**src/hw/rtl/gda_pkg.sv**
```systemverilog
// ----------------------------------------------------------------------------
// gda_pkg
// Types, constants and calendar helpers shared by the date adder modules.
// ----------------------------------------------------------------------------
`default_nettype none

package gda_pkg;

  // Width of the signed amount operand.
  localparam int AMOUNT_BITS = 16;
  localparam int YEAR_BITS   = 16;

  // Internal year keeps headroom so that leap years follow the true year.
  localparam int YW = ((AMOUNT_BITS > YEAR_BITS) ? AMOUNT_BITS : YEAR_BITS) + 2;
  // Day accumulator must hold both the amount and the 400-year day count.
  localparam int DW = (AMOUNT_BITS + 2 > 19) ? AMOUNT_BITS + 2 : 19;
  // Remainder width of the divider (0 to 399).
  localparam int REM_W = 9;

  // The divider sees a magnitude below 2^(YW-1). Dividing by 12 is a shift by
  // two and a division by 3, dividing by 400 a shift by four and a division by
  // 25; both divisions use a rounded-up reciprocal that is exact over the
  // whole operand range.
  localparam int Q3_W  = YW - 3;
  localparam int K3    = Q3_W + 2;
  localparam int M3_W  = K3 - 1;
  localparam int P3_W  = Q3_W + M3_W;
  localparam int Q25_W = YW - 5;
  localparam int K25   = Q25_W + 5;
  localparam int M25_W = K25 - 4;
  localparam int P25_W = Q25_W + M25_W;

  localparam logic [M3_W-1:0]  RECIP_3  = M3_W'(((longint'(1) << K3) + 2) / 3);
  localparam logic [M25_W-1:0] RECIP_25 = M25_W'(((longint'(1) << K25) + 24) / 25);
  localparam logic [REM_W-1:0] DIVISOR_12  = REM_W'(12);
  localparam logic [REM_W-1:0] DIVISOR_400 = REM_W'(400);

  localparam logic signed [DW-1:0] DAYS_400   = DW'(146097);
  localparam logic signed [DW-1:0] CENT_LIMIT = DW'(146097 + 31);
  localparam logic signed [YW-1:0] YEARS_400  = YW'(400);
  localparam logic [REM_W-1:0]     YMOD_MAX   = REM_W'(399);

  localparam logic [3:0] MONTH_FIRST = 4'd1;
  localparam logic [3:0] MONTH_LAST  = 4'd12;
  localparam logic [4:0] FEB_LEAP    = 5'd29;

  localparam logic [4:0] MONTH_LEN [13] = '{
    5'd0, 5'd31, 5'd28, 5'd31, 5'd30, 5'd31, 5'd30,
    5'd31, 5'd31, 5'd30, 5'd31, 5'd30, 5'd31
  };

  typedef enum logic [1:0] {
    CMD_DAYS   = 2'd0,
    CMD_MONTHS = 2'd1,
    CMD_YEARS  = 2'd2,
    CMD_NONE   = 2'd3
  } cmd_t;

  typedef enum logic {
    DIV_BY_12  = 1'b0,
    DIV_BY_400 = 1'b1
  } div_sel_t;

  typedef enum logic [2:0] {
    S_IDLE,
    S_QDIV,
    S_MODGO,
    S_MOD,
    S_CENT,
    S_WALK,
    S_DONE
  } state_t;

  typedef struct packed {
    logic     start;
    div_sel_t sel;
  } div_req_t;

  typedef struct packed {
    logic                   done;
    logic signed [YW-1:0]   quo;
    logic [REM_W-1:0]       rem;
  } div_rsp_t;

  // ymod is the year taken modulo 400 (0 to 399), ylow the year's two low bits.
  function automatic logic is_leap(input logic [REM_W-1:0] ymod, input logic [1:0] ylow);
    logic century;
    century = ymod inside {REM_W'(0), REM_W'(100), REM_W'(200), REM_W'(300)};
    return ((ylow == 2'd0) && !century) || (ymod == REM_W'(0));
  endfunction

  function automatic logic [4:0] days_in_month(input logic [3:0] m, input logic leap);
    logic [4:0] len;
    if (m == 4'd2 && leap) begin
      len = FEB_LEAP;
    end else if (m < MONTH_FIRST || m > MONTH_LAST) begin
      len = 5'd31;
    end else begin
      len = MONTH_LEN[m];
    end
    return len;
  endfunction

endpackage

`default_nettype wire

```
**src/hw/rtl/gregorian_date_adder.sv**
```systemverilog
// ----------------------------------------------------------------------------
// gregorian_date_adder
// Adds a signed number of days, months or years to a Gregorian date.
// ----------------------------------------------------------------------------
//
// Channel   Handshake      Fields
// command   start / busy   command, year_in, month_in, day_in, amount
// result    done           year_out, month_out, day_out, year_overflow
//
// A word is taken at a clock edge with start high and busy low. Add days
// divides the year by 400, skips whole 400-year cycles and then walks the
// day accumulator month by month, and the month walk takes the longest.
// Add months divides by 12 and then by 400 and add years only by 400, both
// through the three-stage divider. A zero amount or the unused command goes
// straight to the result. Busy falls as the result word is shown, so the
// next word can be taken at the edge that takes the result. The result word
// is shown for one cycle with done high and the receiver cannot stall it.
// Reset is synchronous and returns the sequencer to idle at once.
// ----------------------------------------------------------------------------
`default_nettype none

module gregorian_date_adder (
  input  wire logic                                     clk,
  input  wire logic                                     rst,
  input  wire logic                                     start,
  input  wire logic [1:0]                               command,
  input  wire logic signed [15:0]                       year_in,
  input  wire logic [3:0]                               month_in,
  input  wire logic [4:0]                               day_in,
  input  wire logic signed [gda_pkg::AMOUNT_BITS-1:0]   amount,
  output      logic                                     busy,
  output      logic                                     done,
  output      logic signed [15:0]                       year_out,
  output      logic [3:0]                               month_out,
  output      logic [4:0]                               day_out,
  output      logic                                     year_overflow
);

  localparam int YW = gda_pkg::YW;
  localparam int DW = gda_pkg::DW;
  localparam int AB = gda_pkg::AMOUNT_BITS;
  localparam int RW = gda_pkg::REM_W;

  gda_pkg::state_t state, state_next;
  gda_pkg::cmd_t   cmd, cmd_next;
  logic            neg, neg_next;
  logic            clamp, clamp_next;
  logic signed [YW-1:0] year, year_next;
  logic [3:0]           month, month_next;
  logic signed [DW-1:0] day, day_next;
  logic [RW-1:0]        ymod, ymod_next;

  gda_pkg::div_req_t          div_req;
  gda_pkg::div_rsp_t          div_rsp;
  logic signed [YW-1:0]       div_value;

  logic                 accept;
  logic [3:0]           mfix;
  logic [4:0]           dfix;
  logic signed [YW-1:0] y_in_ext;
  logic signed [YW-1:0] n_ext;
  logic signed [DW-1:0] n_day;
  logic signed [DW-1:0] dfix_ext;
  logic signed [YW-1:0] mfix_ext;
  logic signed [YW-1:0] y_start;
  logic signed [YW-1:0] month_idx;

  logic [4:0]           md_now;
  logic signed [DW-1:0] md_now_ext;
  logic                 wrap_fwd;
  logic [3:0]           m_fwd;
  logic signed [YW-1:0] y_fwd;
  logic [RW-1:0]        ymod_fwd;
  logic                 wrap_bk;
  logic [3:0]           m_bk;
  logic signed [YW-1:0] y_bk;
  logic [RW-1:0]        ymod_bk;
  logic [4:0]           md_bk;
  logic signed [DW-1:0] md_bk_ext;
  logic                 in_range;

  assign busy   = (state != gda_pkg::S_IDLE);
  assign accept = start && !busy;

  // Out-of-range month and day fields are pulled to the nearest legal value.
  assign mfix = (month_in == 4'd0) ? gda_pkg::MONTH_FIRST :
                (month_in > gda_pkg::MONTH_LAST) ? gda_pkg::MONTH_LAST : month_in;
  assign dfix = (day_in == 5'd0) ? 5'd1 : day_in;

  assign y_in_ext  = {{(YW-16){year_in[15]}}, year_in};
  assign n_ext     = {{(YW-AB){amount[AB-1]}}, amount};
  assign n_day     = {{(DW-AB){amount[AB-1]}}, amount};
  assign dfix_ext  = $signed({{(DW-5){1'b0}}, dfix});
  assign mfix_ext  = $signed({{(YW-4){1'b0}}, mfix});
  assign y_start   = (command == gda_pkg::CMD_YEARS) ? (y_in_ext + n_ext) : y_in_ext;
  // Zero-based month count from the start of the year, before the split by 12.
  assign month_idx = mfix_ext - YW'(1) + n_ext;

  assign md_now     = gda_pkg::days_in_month(month, gda_pkg::is_leap(ymod, year[1:0]));
  assign md_now_ext = $signed({{(DW-5){1'b0}}, md_now});

  assign wrap_fwd = (month == gda_pkg::MONTH_LAST);
  assign m_fwd    = wrap_fwd ? gda_pkg::MONTH_FIRST : (month + 4'd1);
  assign y_fwd    = wrap_fwd ? (year + YW'(1)) : year;
  assign ymod_fwd = !wrap_fwd ? ymod :
                    (ymod == gda_pkg::YMOD_MAX) ? '0 : (ymod + RW'(1));

  assign wrap_bk   = (month == gda_pkg::MONTH_FIRST);
  assign m_bk      = wrap_bk ? gda_pkg::MONTH_LAST : (month - 4'd1);
  assign y_bk      = wrap_bk ? (year - YW'(1)) : year;
  assign ymod_bk   = !wrap_bk ? ymod :
                     (ymod == '0) ? gda_pkg::YMOD_MAX : (ymod - RW'(1));
  assign md_bk     = gda_pkg::days_in_month(m_bk, gda_pkg::is_leap(ymod_bk, y_bk[1:0]));
  assign md_bk_ext = $signed({{(DW-5){1'b0}}, md_bk});

  assign in_range = (&year[YW-1:15]) || !(|year[YW-1:15]);

  always_comb begin
    div_req.start = 1'b0;
    div_req.sel   = gda_pkg::DIV_BY_400;
    div_value     = year;
    if (state == gda_pkg::S_IDLE) begin
      div_req.start = accept && (amount != '0) && (command != gda_pkg::CMD_NONE);
      if (command == gda_pkg::CMD_MONTHS) begin
        div_req.sel = gda_pkg::DIV_BY_12;
        div_value   = month_idx;
      end else begin
        div_value   = y_start;
      end
    end else if (state == gda_pkg::S_MODGO) begin
      div_req.start = 1'b1;
    end
  end

  gda_cdiv u_cdiv (
    .clk   (clk),
    .rst   (rst),
    .req   (div_req),
    .value (div_value),
    .rsp   (div_rsp)
  );

  always_comb begin
    state_next = state;
    cmd_next   = cmd;
    neg_next   = neg;
    clamp_next = clamp;
    year_next  = year;
    month_next = month;
    day_next   = day;
    ymod_next  = ymod;
    case (state)
      gda_pkg::S_IDLE: begin
        if (accept) begin
          cmd_next   = gda_pkg::cmd_t'(command);
          neg_next   = amount[AB-1];
          year_next  = y_start;
          month_next = mfix;
          day_next   = (command == gda_pkg::CMD_DAYS) ? (dfix_ext + n_day) : dfix_ext;
          if (amount == '0 || command == gda_pkg::CMD_NONE) begin
            clamp_next = 1'b0;
            year_next  = y_in_ext;
            day_next   = dfix_ext;
            state_next = gda_pkg::S_DONE;
          end else begin
            clamp_next = (command != gda_pkg::CMD_DAYS);
            state_next = (command == gda_pkg::CMD_MONTHS) ? gda_pkg::S_QDIV
                                                          : gda_pkg::S_MOD;
          end
        end
      end
      gda_pkg::S_QDIV: begin
        if (div_rsp.done) begin
          month_next = div_rsp.rem[3:0] + 4'd1;
          year_next  = year + div_rsp.quo;
          state_next = gda_pkg::S_MODGO;
        end
      end
      gda_pkg::S_MODGO: begin
        state_next = gda_pkg::S_MOD;
      end
      gda_pkg::S_MOD: begin
        if (div_rsp.done) begin
          ymod_next  = div_rsp.rem;
          state_next = (cmd == gda_pkg::CMD_DAYS) ? gda_pkg::S_CENT : gda_pkg::S_DONE;
        end
      end
      gda_pkg::S_CENT: begin
        // Whole 400-year cycles are skipped before the month walk.
        if (!neg && day > gda_pkg::CENT_LIMIT) begin
          day_next  = day - gda_pkg::DAYS_400;
          year_next = year + gda_pkg::YEARS_400;
        end else if (neg && day < -gda_pkg::DAYS_400) begin
          day_next  = day + gda_pkg::DAYS_400;
          year_next = year - gda_pkg::YEARS_400;
        end else begin
          state_next = gda_pkg::S_WALK;
        end
      end
      gda_pkg::S_WALK: begin
        if (!neg && day > md_now_ext) begin
          day_next   = day - md_now_ext;
          month_next = m_fwd;
          year_next  = y_fwd;
          ymod_next  = ymod_fwd;
        end else if (neg && day < DW'(1)) begin
          day_next   = day + md_bk_ext;
          month_next = m_bk;
          year_next  = y_bk;
          ymod_next  = ymod_bk;
        end else begin
          state_next = gda_pkg::S_DONE;
        end
      end
      gda_pkg::S_DONE: begin
        state_next = gda_pkg::S_IDLE;
      end
      default: begin
        state_next = gda_pkg::S_IDLE;
      end
    endcase
  end

  always_ff @(posedge clk) begin
    if (rst) begin
      state <= gda_pkg::S_IDLE;
    end else begin
      state <= state_next;
    end
  end

  always_ff @(posedge clk) begin
    cmd   <= cmd_next;
    neg   <= neg_next;
    clamp <= clamp_next;
    year  <= year_next;
    month <= month_next;
    day   <= day_next;
    ymod  <= ymod_next;
  end

  always_ff @(posedge clk) begin
    if (rst) begin
      done <= 1'b0;
    end else begin
      done <= (state == gda_pkg::S_DONE);
    end
  end

  // Month and year steps clamp the day to the length of the target month.
  always_ff @(posedge clk) begin
    if (state == gda_pkg::S_DONE) begin
      year_out      <= year[15:0];
      month_out     <= month;
      day_out       <= (clamp && day > md_now_ext) ? md_now : day[4:0];
      year_overflow <= !in_range;
    end
  end

  a_done_idle: assert property (@(posedge clk) disable iff (rst)
    done |-> !busy)
    else $error("Result strobe raised while the sequencer is still busy.");

  a_accept_busy: assert property (@(posedge clk) disable iff (rst)
    accept |=> busy)
    else $error("Accepted word did not make the block busy.");

  a_result_legal: assert property (@(posedge clk) disable iff (rst)
    done |-> (month_out >= 4'd1 && month_out <= 4'd12 &&
              day_out >= 5'd1 && day_out <= 5'd31))
    else $error("Result date has an illegal month or day.");

  a_ymod_range: assert property (@(posedge clk) disable iff (rst)
    (state == gda_pkg::S_WALK) |-> (ymod <= gda_pkg::YMOD_MAX))
    else $error("Year modulo 400 left its range during the month walk.");

  a_walk_to_done: assert property (@(posedge clk) disable iff (rst)
    (state == gda_pkg::S_DONE) |=> done)
    else $error("Finished item did not raise the result strobe.");

endmodule

`default_nettype wire

```
**src/hw/rtl/gda_cdiv.sv**
```systemverilog
// ----------------------------------------------------------------------------
// gda_cdiv
// Floor division of a signed year-wide value by 12 or by 400 in three stages
// by reciprocal multiplication.
// ----------------------------------------------------------------------------
`default_nettype none

module gda_cdiv (
  input  wire logic                           clk,
  input  wire logic                           rst,
  input  wire gda_pkg::div_req_t              req,
  input  wire logic signed [gda_pkg::YW-1:0]  value,
  output gda_pkg::div_rsp_t                   rsp
);

  localparam int YW = gda_pkg::YW;
  localparam int RW = gda_pkg::REM_W;

  logic [YW-1:0]        mag;
  logic                 neg;
  gda_pkg::div_sel_t    sel;
  logic [YW-1:0]        qmag;
  logic                 mag_valid;
  logic                 quo_valid;
  logic                 done;
  logic signed [YW-1:0] quo;
  logic [RW-1:0]        rem;

  logic [gda_pkg::Q3_W-1:0]  x3;
  logic [gda_pkg::Q25_W-1:0] x25;
  logic [gda_pkg::P3_W-1:0]  p3;
  logic [gda_pkg::P25_W-1:0] p25;
  logic [YW-1:0]             q_calc;
  logic [RW-1:0]             divisor;
  logic [2*RW-1:0]           prod;
  logic [RW-1:0]             rem_mag;
  logic [RW-1:0]             rem_neg;

  // Dividing by 12 is dividing by 4 and then by 3; by 400 is by 16 and then 25.
  assign x3  = mag[YW-2:2];
  assign x25 = mag[YW-2:4];
  assign p3  = x3 * gda_pkg::RECIP_3;
  assign p25 = x25 * gda_pkg::RECIP_25;
  assign q_calc = (sel == gda_pkg::DIV_BY_400)
    ? {{(YW - gda_pkg::Q25_W + 4){1'b0}}, p25[gda_pkg::P25_W-1:gda_pkg::K25]}
    : {{(YW - gda_pkg::Q3_W + 1){1'b0}}, p3[gda_pkg::P3_W-1:gda_pkg::K3]};

  // The remainder is below 400, so the low bits of the difference suffice.
  assign divisor = (sel == gda_pkg::DIV_BY_400) ? gda_pkg::DIVISOR_400
                                                : gda_pkg::DIVISOR_12;
  assign prod    = qmag[RW-1:0] * divisor;
  assign rem_mag = mag[RW-1:0] - prod[RW-1:0];
  assign rem_neg = divisor - RW'(1) - rem_mag;

  always_ff @(posedge clk) begin
    if (rst) begin
      mag_valid <= 1'b0;
      quo_valid <= 1'b0;
      done      <= 1'b0;
    end else begin
      mag_valid <= req.start;
      quo_valid <= mag_valid;
      done      <= quo_valid;
    end
  end

  // A negative value v is divided as ~v = -v-1; the floor quotient is then
  // ~q and the true modulus is divisor-1-r.
  always_ff @(posedge clk) begin
    if (req.start) begin
      neg <= value[YW-1];
      mag <= value[YW-1] ? ~value : value;
      sel <= req.sel;
    end
    if (mag_valid) begin
      qmag <= q_calc;
    end
    if (quo_valid) begin
      quo <= neg ? $signed(~qmag) : $signed(qmag);
      rem <= neg ? rem_neg : rem_mag;
    end
  end

  assign rsp.done = done;
  assign rsp.quo  = quo;
  assign rsp.rem  = rem;

endmodule

`default_nettype wire
```
**config.mk**
```make
export PLATFORM = sky130hd
export DESIGN_NAME = gregorian_date_adder
export DESIGN_NICKNAME = d
export VERILOG_FILES = /design/src/hw/rtl/gda_pkg.sv /design/src/hw/rtl/gregorian_date_adder.sv /design/src/hw/rtl/gda_cdiv.sv
export SDC_FILE = /design/constraint.sdc
export NUM_CORES = 1
export LEC_CHECK = 0
export BUFFER_PORTS_ARGS = -buffer_cell sky130_fd_sc_hd__buf_2
export CORE_ASPECT_RATIO = 0.75
export CORE_MARGIN = 5
export CORE_UTILIZATION = 30
export CTS_CLUSTER_SIZE = 16
export DETAILED_ROUTE_END_ITERATION = 6
export PLACE_DENSITY = 0.56
export SLEW_MARGIN = 5
export SYNTH_ARGS = -nofsm -noshare
export SYNTH_HDL_FRONTEND = slang
export SYNTH_SLANG_ARGS = --single-unit
```
**constraint.sdc**
```tcl
create_clock -name clk -period 7.2 [get_ports clk]
set_input_delay 0.36 -clock clk [delete_from_list [all_inputs] [get_ports clk]]
set_output_delay 0.36 -clock clk [all_outputs]
set_load 0.05 [all_outputs]
```
* Word-level counts from Yosys, hierarchy flattened *
Memories as Yosys holds them, arrays and structs flattened.
Cells that the tools add are included.

storage, ports and cells
  word-level logic and storage cells = 216
  input bits = 46
  memories kept = 2
  bits in registers = 151
  output and inout bits = 28
  bits in read-only memories = 160

memory list
  name             depth  width  rd ports  clocked after Yosys merged registers in  wr ports  line           source
  (no name shown)  16     5      1         0                                        0         gda_pkg.sv:99  len = MONTH_LEN[m];
  (no name shown)  16     5      1         0                                        0         gda_pkg.sv:99

cells by class
  add/sub/neg operators = 21
  equality and inequality tests = 32
  $lt $le $gt $ge = 11
  bitwise logic cells = 4
  muxes and demuxes = 67
  reduce and logical (&&, ||, !) cells = 52
  multipliers = 3

operator list
  cell                      count
  $mux W18                  13
  $mux W19                  7
  $mux W9                   10
  $pmux W18 S4              1
  $pmux W19 S3              1
  $mux W5                   10
  $mux W4                   8
  $mul A15 B16 Y31 const B  1
  $eq A9 B9 Y1 const B      3
  $mul A13 B13 Y26 const B  1
  $mux W3                   8
  $add A19 B19 Y19 const B  1
  $add A19 B6 Y19           1
  $gt A19 B19 Y1 const B    1
  $gt A19 B6 Y1             1
  $lt A19 B19 Y1 const B    1
  $lt A19 B2 Y1 const B     1
  $sub A19 B19 Y19 const B  1
  $sub A19 B6 Y19           1
  $add A18 B10 Y18 const B  1
  $add A18 B18 Y18          1
  $add A18 B2 Y18 const B   1
  $eq A9 B7 Y1 const B      2
  $eq A9 B8 Y1 const B      2
  other kinds (54)          112

* Depth between registers and ports, before layout *
Gate-level depths: netlist of the first run.

  depth after elaboration = 14
  depth in mapped cells = 21
  depth with buffers taken out = 20

* Hierarchy *
Synthesis of the first run repeated with hierarchy kept, for this count alone.

second synthesis, totals
  cells, all modules = 2348
  area total of the unflattened synthesis = 21074.0 um2

by module, submodules not included
  module                seq. area each (um2)  cells an instance  area each (um2)  times used
  gregorian_date_adder  2482.4                1456               11466.0          1
  gda_cdiv              1771.7                892                9608.0           1

* Least setup slack after synthesis of the first run *
Ideal clock, no wire load.

  path type = register to register
  start = register u_cdiv.mag[15]
  end = register u_cdiv.qmag[12], data pin
  setup time = 0.260 ns
  setup slack = 1.270 ns
  path buffers = 0
  arrival = 5.670 ns
  data required time = 6.940 ns
  clock period less this slack = 5.930 ns
  cell stages (with the launch flop) = 18
  cell sequence = edfxtp_1 inv_1 ha_1 fa_1 fa_1 inv_1 fa_1 fa_1 fa_1 ha_1 and3_1 a221o_1 a211oi_1 a21oi_1 o21ai_0 a31oi_1 a21oi_1 mux2_2

on the way
  cells in the longest elaborated chain, start to end = 1

RTL lines
  what                    line            source
  start, declared         gda_cdiv.sv:19  logic [YW-1:0] mag;
  start signal, assigned  gda_cdiv.sv:72  mag <= value[YW-1] ? ~value : value;
  $mul A15 B16 Y31        gda_cdiv.sv:42  assign p3 = x3 * gda_pkg::RECIP_3;
  end signal, assigned    gda_cdiv.sv:76  qmag <= q_calc;
  end, declared           gda_cdiv.sv:22  logic [YW-1:0] qmag;

Every way passes these cells.
A chain may end at the register's enable or synchronous reset.

* Worst setup path after layout of the first run *
Same ends and word-level chain as after synthesis.

==> flow_summary.toml, run 1 <==
[global_routing]
grt_overflow = 0
antenna_found_initial = 1
grt_max_degree = 41
grt_usage = 0.173
grt_pass1_wl_mm = 102
first_global_vias = 17200

[final_layout]
multi_input_area_um2 = 15400
syn2layout_area_growth_pct = 9.50
diodes = 0
nets = 2838
final_util = 0.330
drive_gt1_frac = 0.0747
n_fill_cell = 7177
register_area_um2 = 4250

[job]
maxCapViolCount = 0

[synthesis]
ys_ff_latch = 144
synthTopCellsByArea = "edfxtp_1 (20%), ha_1 (19%), fa_1 (13%)"
synth_top_area_cell = "edfxtp_1"
synth.top_cell.area_share = 0.196
ys_seq_area_frac = 0.203
ys.flop_type = "edfxtp_1"
synth.yosys.warnings = 0
synth_edf_count = 137
syn_avg_cell_area_um2 = 9.07
synth-async-reset-ratio = 0
syn_inst = 2314
synth_cell_types = 90
synth_area_um2 = 21000

[worst_setup_path]
cp.required_ns = 7.42
critPathMaxFanout = 10
cp_data_arrival_time_ns = 6.71
path_buf_inv = 2
critPathLaunchType = "register"
crit_slowest_cell = "edfxtp_1"
crit_path_cell_trace = "inv_1 > ha_1 > fa_1 > fa_1 > inv_1 > fa_1 > fa_1 > fa_1 > ha_1 > a21o_1 > a221o_1 > a211oi_1 > a21oi_1 > o21ai_0 > a31oi_1 > a21oi_1 > mux2_2"
crit_family = "adder cells"
startpoint = "u_cdiv.mag[15]"
crit_type = "reg2reg"
r2r_start = "u_cdiv.mag[15]"
cpMostUsedCell = "fa_1"
ff2ff_setup_slack_ns = 0.71
critical_path.max_stage_delay_ns = 0.67
worstSetupEndpointType = "register"

[sta]
tightest_slew_ns = 1.20
hold_viol = 0
finalCritPeriodShare = 0.901
hold_ws_ns = 0.236
setup_tns_ns = 0
fmaxAchievable_ghz = 0.154
slew_headroom = 0.191
clock_skew_ns = 0.0158
post-route-min-period_ns = 6.49
setup_ws_ns = 0.710
finalSetupViolCount = 0
rsz0062_at_grt = "no"
slew_viol_final = 0

[die]
dieArea_um2 = 75400
core_um2 = 69700
start_util = 0.301
die_y_um = 239
rows = 84
die_w_um = 315
io-pin-count = 74

[drt]
drtPass1Iterations = 5
wl_mm = 66.0
drc_errors = 0
viasPerCell = 5.39
drtIter0Drc = 1892
detail-route-antenna-nets = 0
wl_per_cell_um = 20.0
vias = 17800

[place]
pre_cts_ws_ns = 0.679
dp_hpwl_mm = 53.4
routabilityCongestion = 0.904
portBuffers = 73

[clocking]
numCtsBuffers = 17
cts.repair.resized = 0
tritoncts = "yes"
ctsHtreeMaxLevel = 4
cts_buffer_depth = 2
root_buffer = "clkbuf_16"
cts_setup_buffers = 0
cts_sinks = 144
hold_buffers = 0
clkLatencyLatePin_ns = 0.47
path_clk_slew_ns = 0.07

[min_path]
hold_start = "rst"
hp-class = "in2reg"

[status]
status = "finished clean"
## final timing paths
kind | to | cells after the start
hold reg to reg | u_cdiv.quo[16] | 0
setup reg to reg | u_cdiv.qmag[12] | 17
hold / removal | u_cdiv.quo_valid | 2
setup / recovery | u_cdiv.qmag[12] | 17
## cell usage in the layout (no fill, tap or decap), types with 16 or more instances in the layout
master and n:
nor4_1 16, nor2b_1 33, o221ai_1 23, o211ai_1 26, nor3_1 53, nand3_1 49, a21oi_1 125, buf_2 73
o21a_1 19, a211oi_1 43, inv_1 267, nor2_1 133, mux2i_1 26, o22ai_1 16, xor2_1 82, ha_1 314
or3_1 16, a31oi_1 32, nand2_1 140, nand4_1 23, xnor2_1 97, a21o_1 45, edfxtp_1 137, and3_1 21
clkbuf_16 17, fa_1 135, o21ai_0 110, buf_4 22, nand2b_1 22
## through the flow
step                      instance area, µm²  std cells
after floorplan                        21000       2317
after global placement                 22400       3270
after detailed placement               22400       3270
after CTS                              23000       3302
after global routing                   23000       3302
final                                  23000       3302
## worst reg2reg max path: stages, from the launching register on
cell and delay (ns):
edfxtp_1 0.67, inv_1 0.16, ha_1 0.37, fa_1 0.50, fa_1 0.51, inv_1 0.05
fa_1 0.48, fa_1 0.52, fa_1 0.43, ha_1 0.33, a21o_1 0.19, a221o_1 0.40
a211oi_1 0.32, a21oi_1 0.21, o21ai_0 0.36, a31oi_1 0.21, a21oi_1 0.19, mux2_2 0.34
## kinds of logic (layout without fill, tap and decap cells)
group,count (synthesis),in the layout,synth area share
AO/OA/AOI/OAI,577,577,0.187
AND/OR/NAND/NOR,575,575,0.138
adder cells (fa/ha/maj),449,449,0.316
buffers and inverters,357,396,0.0656
XOR/XNOR,179,179,0.0747
flip-flops,144,144,0.203
multiplexers,31,31,0.0151
other,2,5,0.000358
## cells in the mapped netlist (12+ instances only)
cell type,instances
a211oi_1,43
a21o_1,45
a21oi_1,126
a221o_1,12
a31oi_1,32
and3_1,21
buf_2,18
clkbuf_1,65
edfxtp_1,137
fa_1,135
ha_1,314
inv_1,267
mux2i_1,26
nand2_1,140
nand2b_1,22
nand3_1,49
nand4_1,23
nor2_1,135
nor2b_1,33
nor3_1,54
nor3b_1,13
nor4_1,16
o211ai_1,26
o21a_1,19
o21ai_0,110
o21bai_1,14
o221ai_1,23
o22ai_1,16
or3_1,16
xnor2_1,97
xor2_1,82
## cell type report
| type | instances | area share |
|---|---|---|
| multi-input cells | 1816 | 0.670 |
| well taps | 946 | 0.0515 |
| inverters | 269 | 0.0439 |
| flip-flops and latches | 144 | 0.185 |
| clock buffers | 17 | 0.0185 |
| repair buffers | 95 | 0.0231 |
| clock inverters | 15 | 0.00811 |
## sequential cells by signal, indices dropped and copies added, names as in the netlist
name / cells
month: 4
u_cdiv.sel: 1
year_overflow: 1
day: 19
year: 18
done: 1
u_cdiv.mag: 17
year_out: 16
u_cdiv.mag_valid: 1
state: 3
day_out: 5
cmd: 2
u_cdiv.qmag: 14
u_cdiv.neg: 1
u_cdiv.rem: 9
u_cdiv.done: 1
u_cdiv.quo_valid: 1
neg: 1
u_cdiv.quo: 15
ymod: 9
month_out: 4
clamp: 1
## metal layers
| layer | track usage | vias up | wire length (µm) |
|---|---|---|---|
| met5 | 0 | - | 13 |
| met4 | 0.0289 | 2 | 803 |
| met3 | 0.0371 | 57 | 5310 |
| met2 | 0.239 | 637 | 26300 |
| met1 | 0.275 | 8677 | 33600 |
| li1 | - | 8422 | - |
Power of run 1 is left out: the tool's default activity adds up to more than one toggle a clock period on the data nets, which glitch-free logic cannot reach.
==> inputs of run 2 (changes only) <==
--- a/config.mk
+++ b/config.mk
@@ -7,11 +7,10 @@
 export LEC_CHECK = 0
 export BUFFER_PORTS_ARGS = -buffer_cell sky130_fd_sc_hd__buf_2
 export CORE_ASPECT_RATIO = 0.75
-export CORE_MARGIN = 5
 export CORE_UTILIZATION = 30
 export CTS_CLUSTER_SIZE = 16
 export DETAILED_ROUTE_END_ITERATION = 6
-export PLACE_DENSITY = 0.56
+export PLACE_DENSITY = 0.57
 export SLEW_MARGIN = 5
 export SYNTH_ARGS = -nofsm -noshare
 export SYNTH_HDL_FRONTEND = slang
==> constraint.sdc (replaced) <==
create_clock -name clk -period 5.9 [get_ports clk]
set_input_delay 0.295 -clock clk [delete_from_list [all_inputs] [get_ports clk]]
set_output_delay 0.295 -clock clk [all_outputs]
set_load 0.05 [all_outputs]
==> run 2 against run 1 <==
Effect of this change:
- hold slack got worse by 0.068 ns
- die area down 5.8%
- sequential share of layout area decreased by 0.34 points
- clock-buffer cell count unchanged
- flip-flop and latch count is the same
- core utilization up 1.0 points
- critical path depth up 1
- register-to-register slack worse by 0.61 ns
- clock skew is 0.0011 ns higher
- routed wire length increased by 0.18%
- cell count up 1.1%
- via count grew 1.3%
- largest cell class unchanged
==> flow_summary.toml, run 2 (synthesized netlist as in run 1, its figures left out) <==
[status]
status = "finished clean"

[sta]
slew_headroom = 0.170
hold_ws_ns = 0.168
setup_ws_ns = 0.0964
finalSetupViolCount = 0
finalCritPeriodShare = 0.984
post-route-min-period_ns = 5.80
hold_viol = 0
fmaxAchievable_ghz = 0.172
clock_skew_ns = 0.0168
slew_viol_final = 0
tightest_slew_ns = 1.24

[die]
core_um2 = 68900
die_w_um = 307
start_util = 0.305
dieArea_um2 = 71100
io-pin-count = 74
rows = 83
die_y_um = 231

[worst_setup_path]
cpMostUsedCell = "fa_1"
cp_data_arrival_time_ns = 6.01
critPathMaxFanout = 5
crit_path_cell_trace = "buf_4 > ha_1 > inv_1 > fa_1 > inv_1 > fa_1 > fa_2 > fa_1 > fa_1 > ha_4 > and3_1 > a221o_1 > a211oi_2 > a21oi_2 > o21ai_2 > a31oi_2 > a21oi_1 > mux2_2"
critPathLaunchType = "register"
r2r_start = "u_cdiv.mag[16]"
crit_slowest_cell = "fa_1"
startpoint = "u_cdiv.mag[16]"
crit_type = "reg2reg"
critical_path.max_stage_delay_ns = 0.58
worstSetupEndpointType = "register"
cp.required_ns = 6.11

[clocking]
clkLatencyLatePin_ns = 0.46
cts_sinks = 144
tritoncts = "yes"
root_buffer = "clkbuf_16"
numCtsBuffers = 17
cts_buffer_depth = 2
path_clk_slew_ns = 0.08
ctsHtreeMaxLevel = 4

[global_routing]
grt_pass1_wl_mm = 102
grt_overflow = 0
grt_usage = 0.185
grt_max_degree = 41
antenna_found_initial = 4
first_global_vias = 17400

[final_layout]
top_regs = "day x19, year x18, u_cdiv.mag x17"
top_register = "day"
largest_reg_flops = 19
syn2layout_area_growth_pct = 11.5
register_area_um2 = 4250
drive_gt1_frac = 0.0991
n_fill_cell = 7005
layout_common_cells = "ha_1 (310), inv_1 (266), nand2_1 (140)"
nets = 2884
final_util = 0.340
design_area_um2 = 23400
multi_input_area_um2 = 15500
layout_commonest_cell = "ha_1"

[drt]
drc_errors = 0
drtPass1Iterations = 5
wl_mm = 66.1
drtIter0Drc = 1732
wl_per_cell_um = 19.8
vias = 18000
detail-route-antenna-nets = 0
viasPerCell = 5.40

[place]
portBuffers = 73
placed_cell_area_um2 = 22700
dp_hpwl_mm = 53.6
routabilityCongestion = 0.932
pre_cts_ws_ns = -0.0141

[job]
maxCapViolCount = 0

[min_path]
hold_start = "rst"
hp-class = "in2reg"
-- run 2: cell count changes in the layout (fill, tap and decap cells not counted), moves of 3 or more --
cell     previous run  this run
buf_4              22        68
ha_1              314       310
ha_4                0         4
o21ai_0           110       107
-- run 2: metal layers --
metal,track usage,share of wire
met5,0,0
met4,0.0505,0.021
met3,0.0289,0.074
met1,0.281,0.50
met2,0.266,0.41
-- run 2: path summary, 6_finish.rpt --
check                     end  slack [ns]  cells after the start
max           u_cdiv.qmag[12]         0.1                     18
min          u_cdiv.quo_valid        0.17                      2
max reg2reg   u_cdiv.qmag[12]         0.1                     18
min reg2reg           ymod[8]        0.54                      1
-- run 2: layout make-up --
cell class                      instances  share of cell area
Timing Repair Buffer                  141              0.0374
Inverter                              269              0.0431
Tap cell                              935              0.0499
Antenna cell                            2            0.000214
Clock inverter                         15             0.00678
Sequential cell                       144               0.182
Multi-Input combinational cell       1816               0.663
Clock buffer                           17              0.0182
-- run 2: per-stage QoR --
stage	instances	TNS, ns
2_1_floorplan	2317	0
3_3_place_gp	3300	0
3_5_place_dp	3300	-0.0141
4_1_cts	3332	0
5_1_grt	3339	-0.250
6_report	3339	0
-- run 2: timing repair --
action                     in CTS  in global routing
hold buffers                    0                  0
setup endpoints to repair       2                 13
buffers inserted                0                  5
gates cloned                    0                  0
pin swaps                       0                 11
resized for setup               2                 18
-- run 2: critical path, delay by kind of cell (launching register included) --
kind / cells / cell delay [ns]
compound gates: 6 / 1.32
simple gates: 1 / 0.17
flops: 1 / 0.52
fa+ha+maj: 7 / 2.80
buf+inv: 3 / 0.38
mux: 1 / 0.34
Power of run 2 is left out for the same reason.
==> inputs of run 3 (changes only) <==
--- a/config.mk
+++ b/config.mk
@@ -7,10 +7,10 @@
 export LEC_CHECK = 0
 export BUFFER_PORTS_ARGS = -buffer_cell sky130_fd_sc_hd__buf_2
 export CORE_ASPECT_RATIO = 0.75
-export CORE_UTILIZATION = 30
+export CORE_UTILIZATION = 32
 export CTS_CLUSTER_SIZE = 16
 export DETAILED_ROUTE_END_ITERATION = 6
-export PLACE_DENSITY = 0.57
+export PLACE_DENSITY_LB_ADDON = 0.3
 export SLEW_MARGIN = 5
 export SYNTH_ARGS = -nofsm -noshare
 export SYNTH_HDL_FRONTEND = slang
==> constraint.sdc (replaced) <==
create_clock -name clk -period 5.9 [get_ports clk]
set_input_delay 1.18 -clock clk [delete_from_list [all_inputs] [get_ports clk]]
set_output_delay 1.18 -clock clk [all_outputs]
set_load 0.05 [all_outputs]
==> run 3 against run 2 <==
Effect of this change:
- sequential share of layout area is 0.055 points higher
- maximum frequency is 0.83% higher
- setup slack better by 0.048 ns
- flip-flop and latch count stayed put
- critical path depth shrank 2
- critical endpoint is now u_cdiv.qmag[7]
- highest routed layer is now met5
==> flow_summary.toml, run 3 (synthesized netlist as in run 1, its figures left out) <==
[sta]
hold_ws_ns = 0.537
finalCritPeriodShare = 0.976
fmaxAchievable_ghz = 0.174
setup_ws_ns = 0.144
slew_viol_final = 0
post-route-min-period_ns = 5.76
clock_skew_ns = 0.0147
tightest_slew_ns = 1.28
slew_headroom = 0.137
finalSetupViolCount = 0
hold_viol = 0

[global_routing]
grt_max_degree = 41
antenna_found_initial = 3
grt_overflow = 0
grt_usage = 0.198
first_global_vias = 17500
grt_pass1_wl_mm = 103

[clocking]
path_clk_slew_ns = 0.07
root_buffer = "clkbuf_16"
numCtsBuffers = 17
clkLatencyLatePin_ns = 0.47
hold_buffers = 0
tritoncts = "yes"
ctsHtreeMaxLevel = 4
cts_buffer_depth = 2
cts_sinks = 144

[drt]
drc_errors = 0
detail-route-antenna-nets = 0
wl_per_cell_um = 20.2
wl_mm = 65.9
drtIter0Drc = 1594
vias = 18100
drtPass1Iterations = 6
viasPerCell = 5.53

[final_layout]
drive_gt1_frac = 0.0998
n_fill_cell = 6593
multi_input_area_um2 = 15500
register_area_um2 = 4250
layout_commonest_cell = "ha_1"
top_register = "day"
largest_reg_flops = 19
syn2layout_area_growth_pct = 11.2
layout_common_cells = "ha_1 (311), inv_1 (265), nand2_1 (140)"
nets = 2889
design_area_um2 = 23400
top_regs = "day x19, year x18, u_cdiv.mag x17"

[die]
dieArea_um2 = 66700
start_util = 0.327
die_w_um = 298
io-pin-count = 74
die_y_um = 224
rows = 80
core_um2 = 64300

[worst_setup_path]
cp.required_ns = 6.11
critPathMaxFanout = 4
crit_path_cell_trace = "ha_1 > fa_1 > buf_4 > fa_1 > fa_1 > fa_1 > fa_1 > ha_1 > and3_1 > a221o_2 > a211oi_4 > a21oi_4 > or3_4 > a31o_2 > xnor2_2 > mux2i_1"
critPathLaunchType = "register"
critical_path.max_stage_delay_ns = 0.54
cp_data_arrival_time_ns = 5.96
crit_type = "reg2reg"
cpMostUsedCell = "fa_1"
worstSetupEndpointType = "register"
crit_slowest_cell = "fa_1"

[job]
maxCapViolCount = 0

[place]
dp_hpwl_mm = 53.8
pre_cts_ws_ns = -0.0340
placed_cell_area_um2 = 22600
routabilityCongestion = 0.905
portBuffers = 73

[min_path]
hp-class = "reg2reg"

[status]
status = "finished clean"
run 3: changes by cell type in the layout (fill, tap and decap cells not counted), sizes merged:
cell / delta
clkinvlp: +2
bufinv: +1
inv: -7
buf: +5
clkbuf: +2
diode: -1
clkinv: +1
run 3: repair_timing:
action / CTS / global route
gates resized for setup: 1 / 22
pin swaps: 0 / 18
setup endpoints to repair: 3 / 15
setup buffers: 0 / 4
run 3: metrics by stage:
stage               instances  setup TNS, ns  utilization
finish                   3268              0        0.363
global route             3268        -0.0328        0.363
detailed placement       3232        -0.0662        0.352
CTS                      3263              0        0.361
floorplan                2317              0            -
global placement         3232              0        0.352
run 3: worst max-delay path, delay by kind of cell (launching register included):
kind | cells | cell delay (ns)
fa+ha+maj | 7 | 3.07
compound gates | 4 | 1.14
simple gates | 2 | 0.52
flops | 1 | 0.40
buf+inv | 1 | 0.17
xor+xnor | 1 | 0.13
mux | 1 | 0.08
run 3: worst paths after layout:
path         depth (start not counted)        endpoint          start  slack, ns
max                                 16  u_cdiv.qmag[7]  u_cdiv.mag[2]       0.14
min                                  2         ymod[4]  u_cdiv.rem[4]       0.54
max reg2reg                         16  u_cdiv.qmag[7]  u_cdiv.mag[2]       0.14
min reg2reg                          2         ymod[4]  u_cdiv.rem[4]       0.54
run 3: layout make-up:
class | count | area share
Multi-Input combinational cell | 1816 | 0.665
Sequential cell | 144 | 0.182
Tap cell | 861 | 0.0461
Inverter | 269 | 0.0432
Timing Repair Buffer | 146 | 0.0394
Clock buffer | 19 | 0.0185
Clock inverter | 12 | 0.00579
Antenna cell | 1 | 0.000107
run 3: per-layer routing:
metal  vias to the layer above  part of all wire  wire (µm)  GRT usage
met5                         -           0.00030         20          0
met4                         4             0.015        984     0.0447
met3                        66             0.084       5570     0.0356
met2                       704              0.40      26400      0.277
met1                      8780              0.50      33000      0.310
li1                       8527                 -          -          -
Power of run 3 is left out for the same reason.
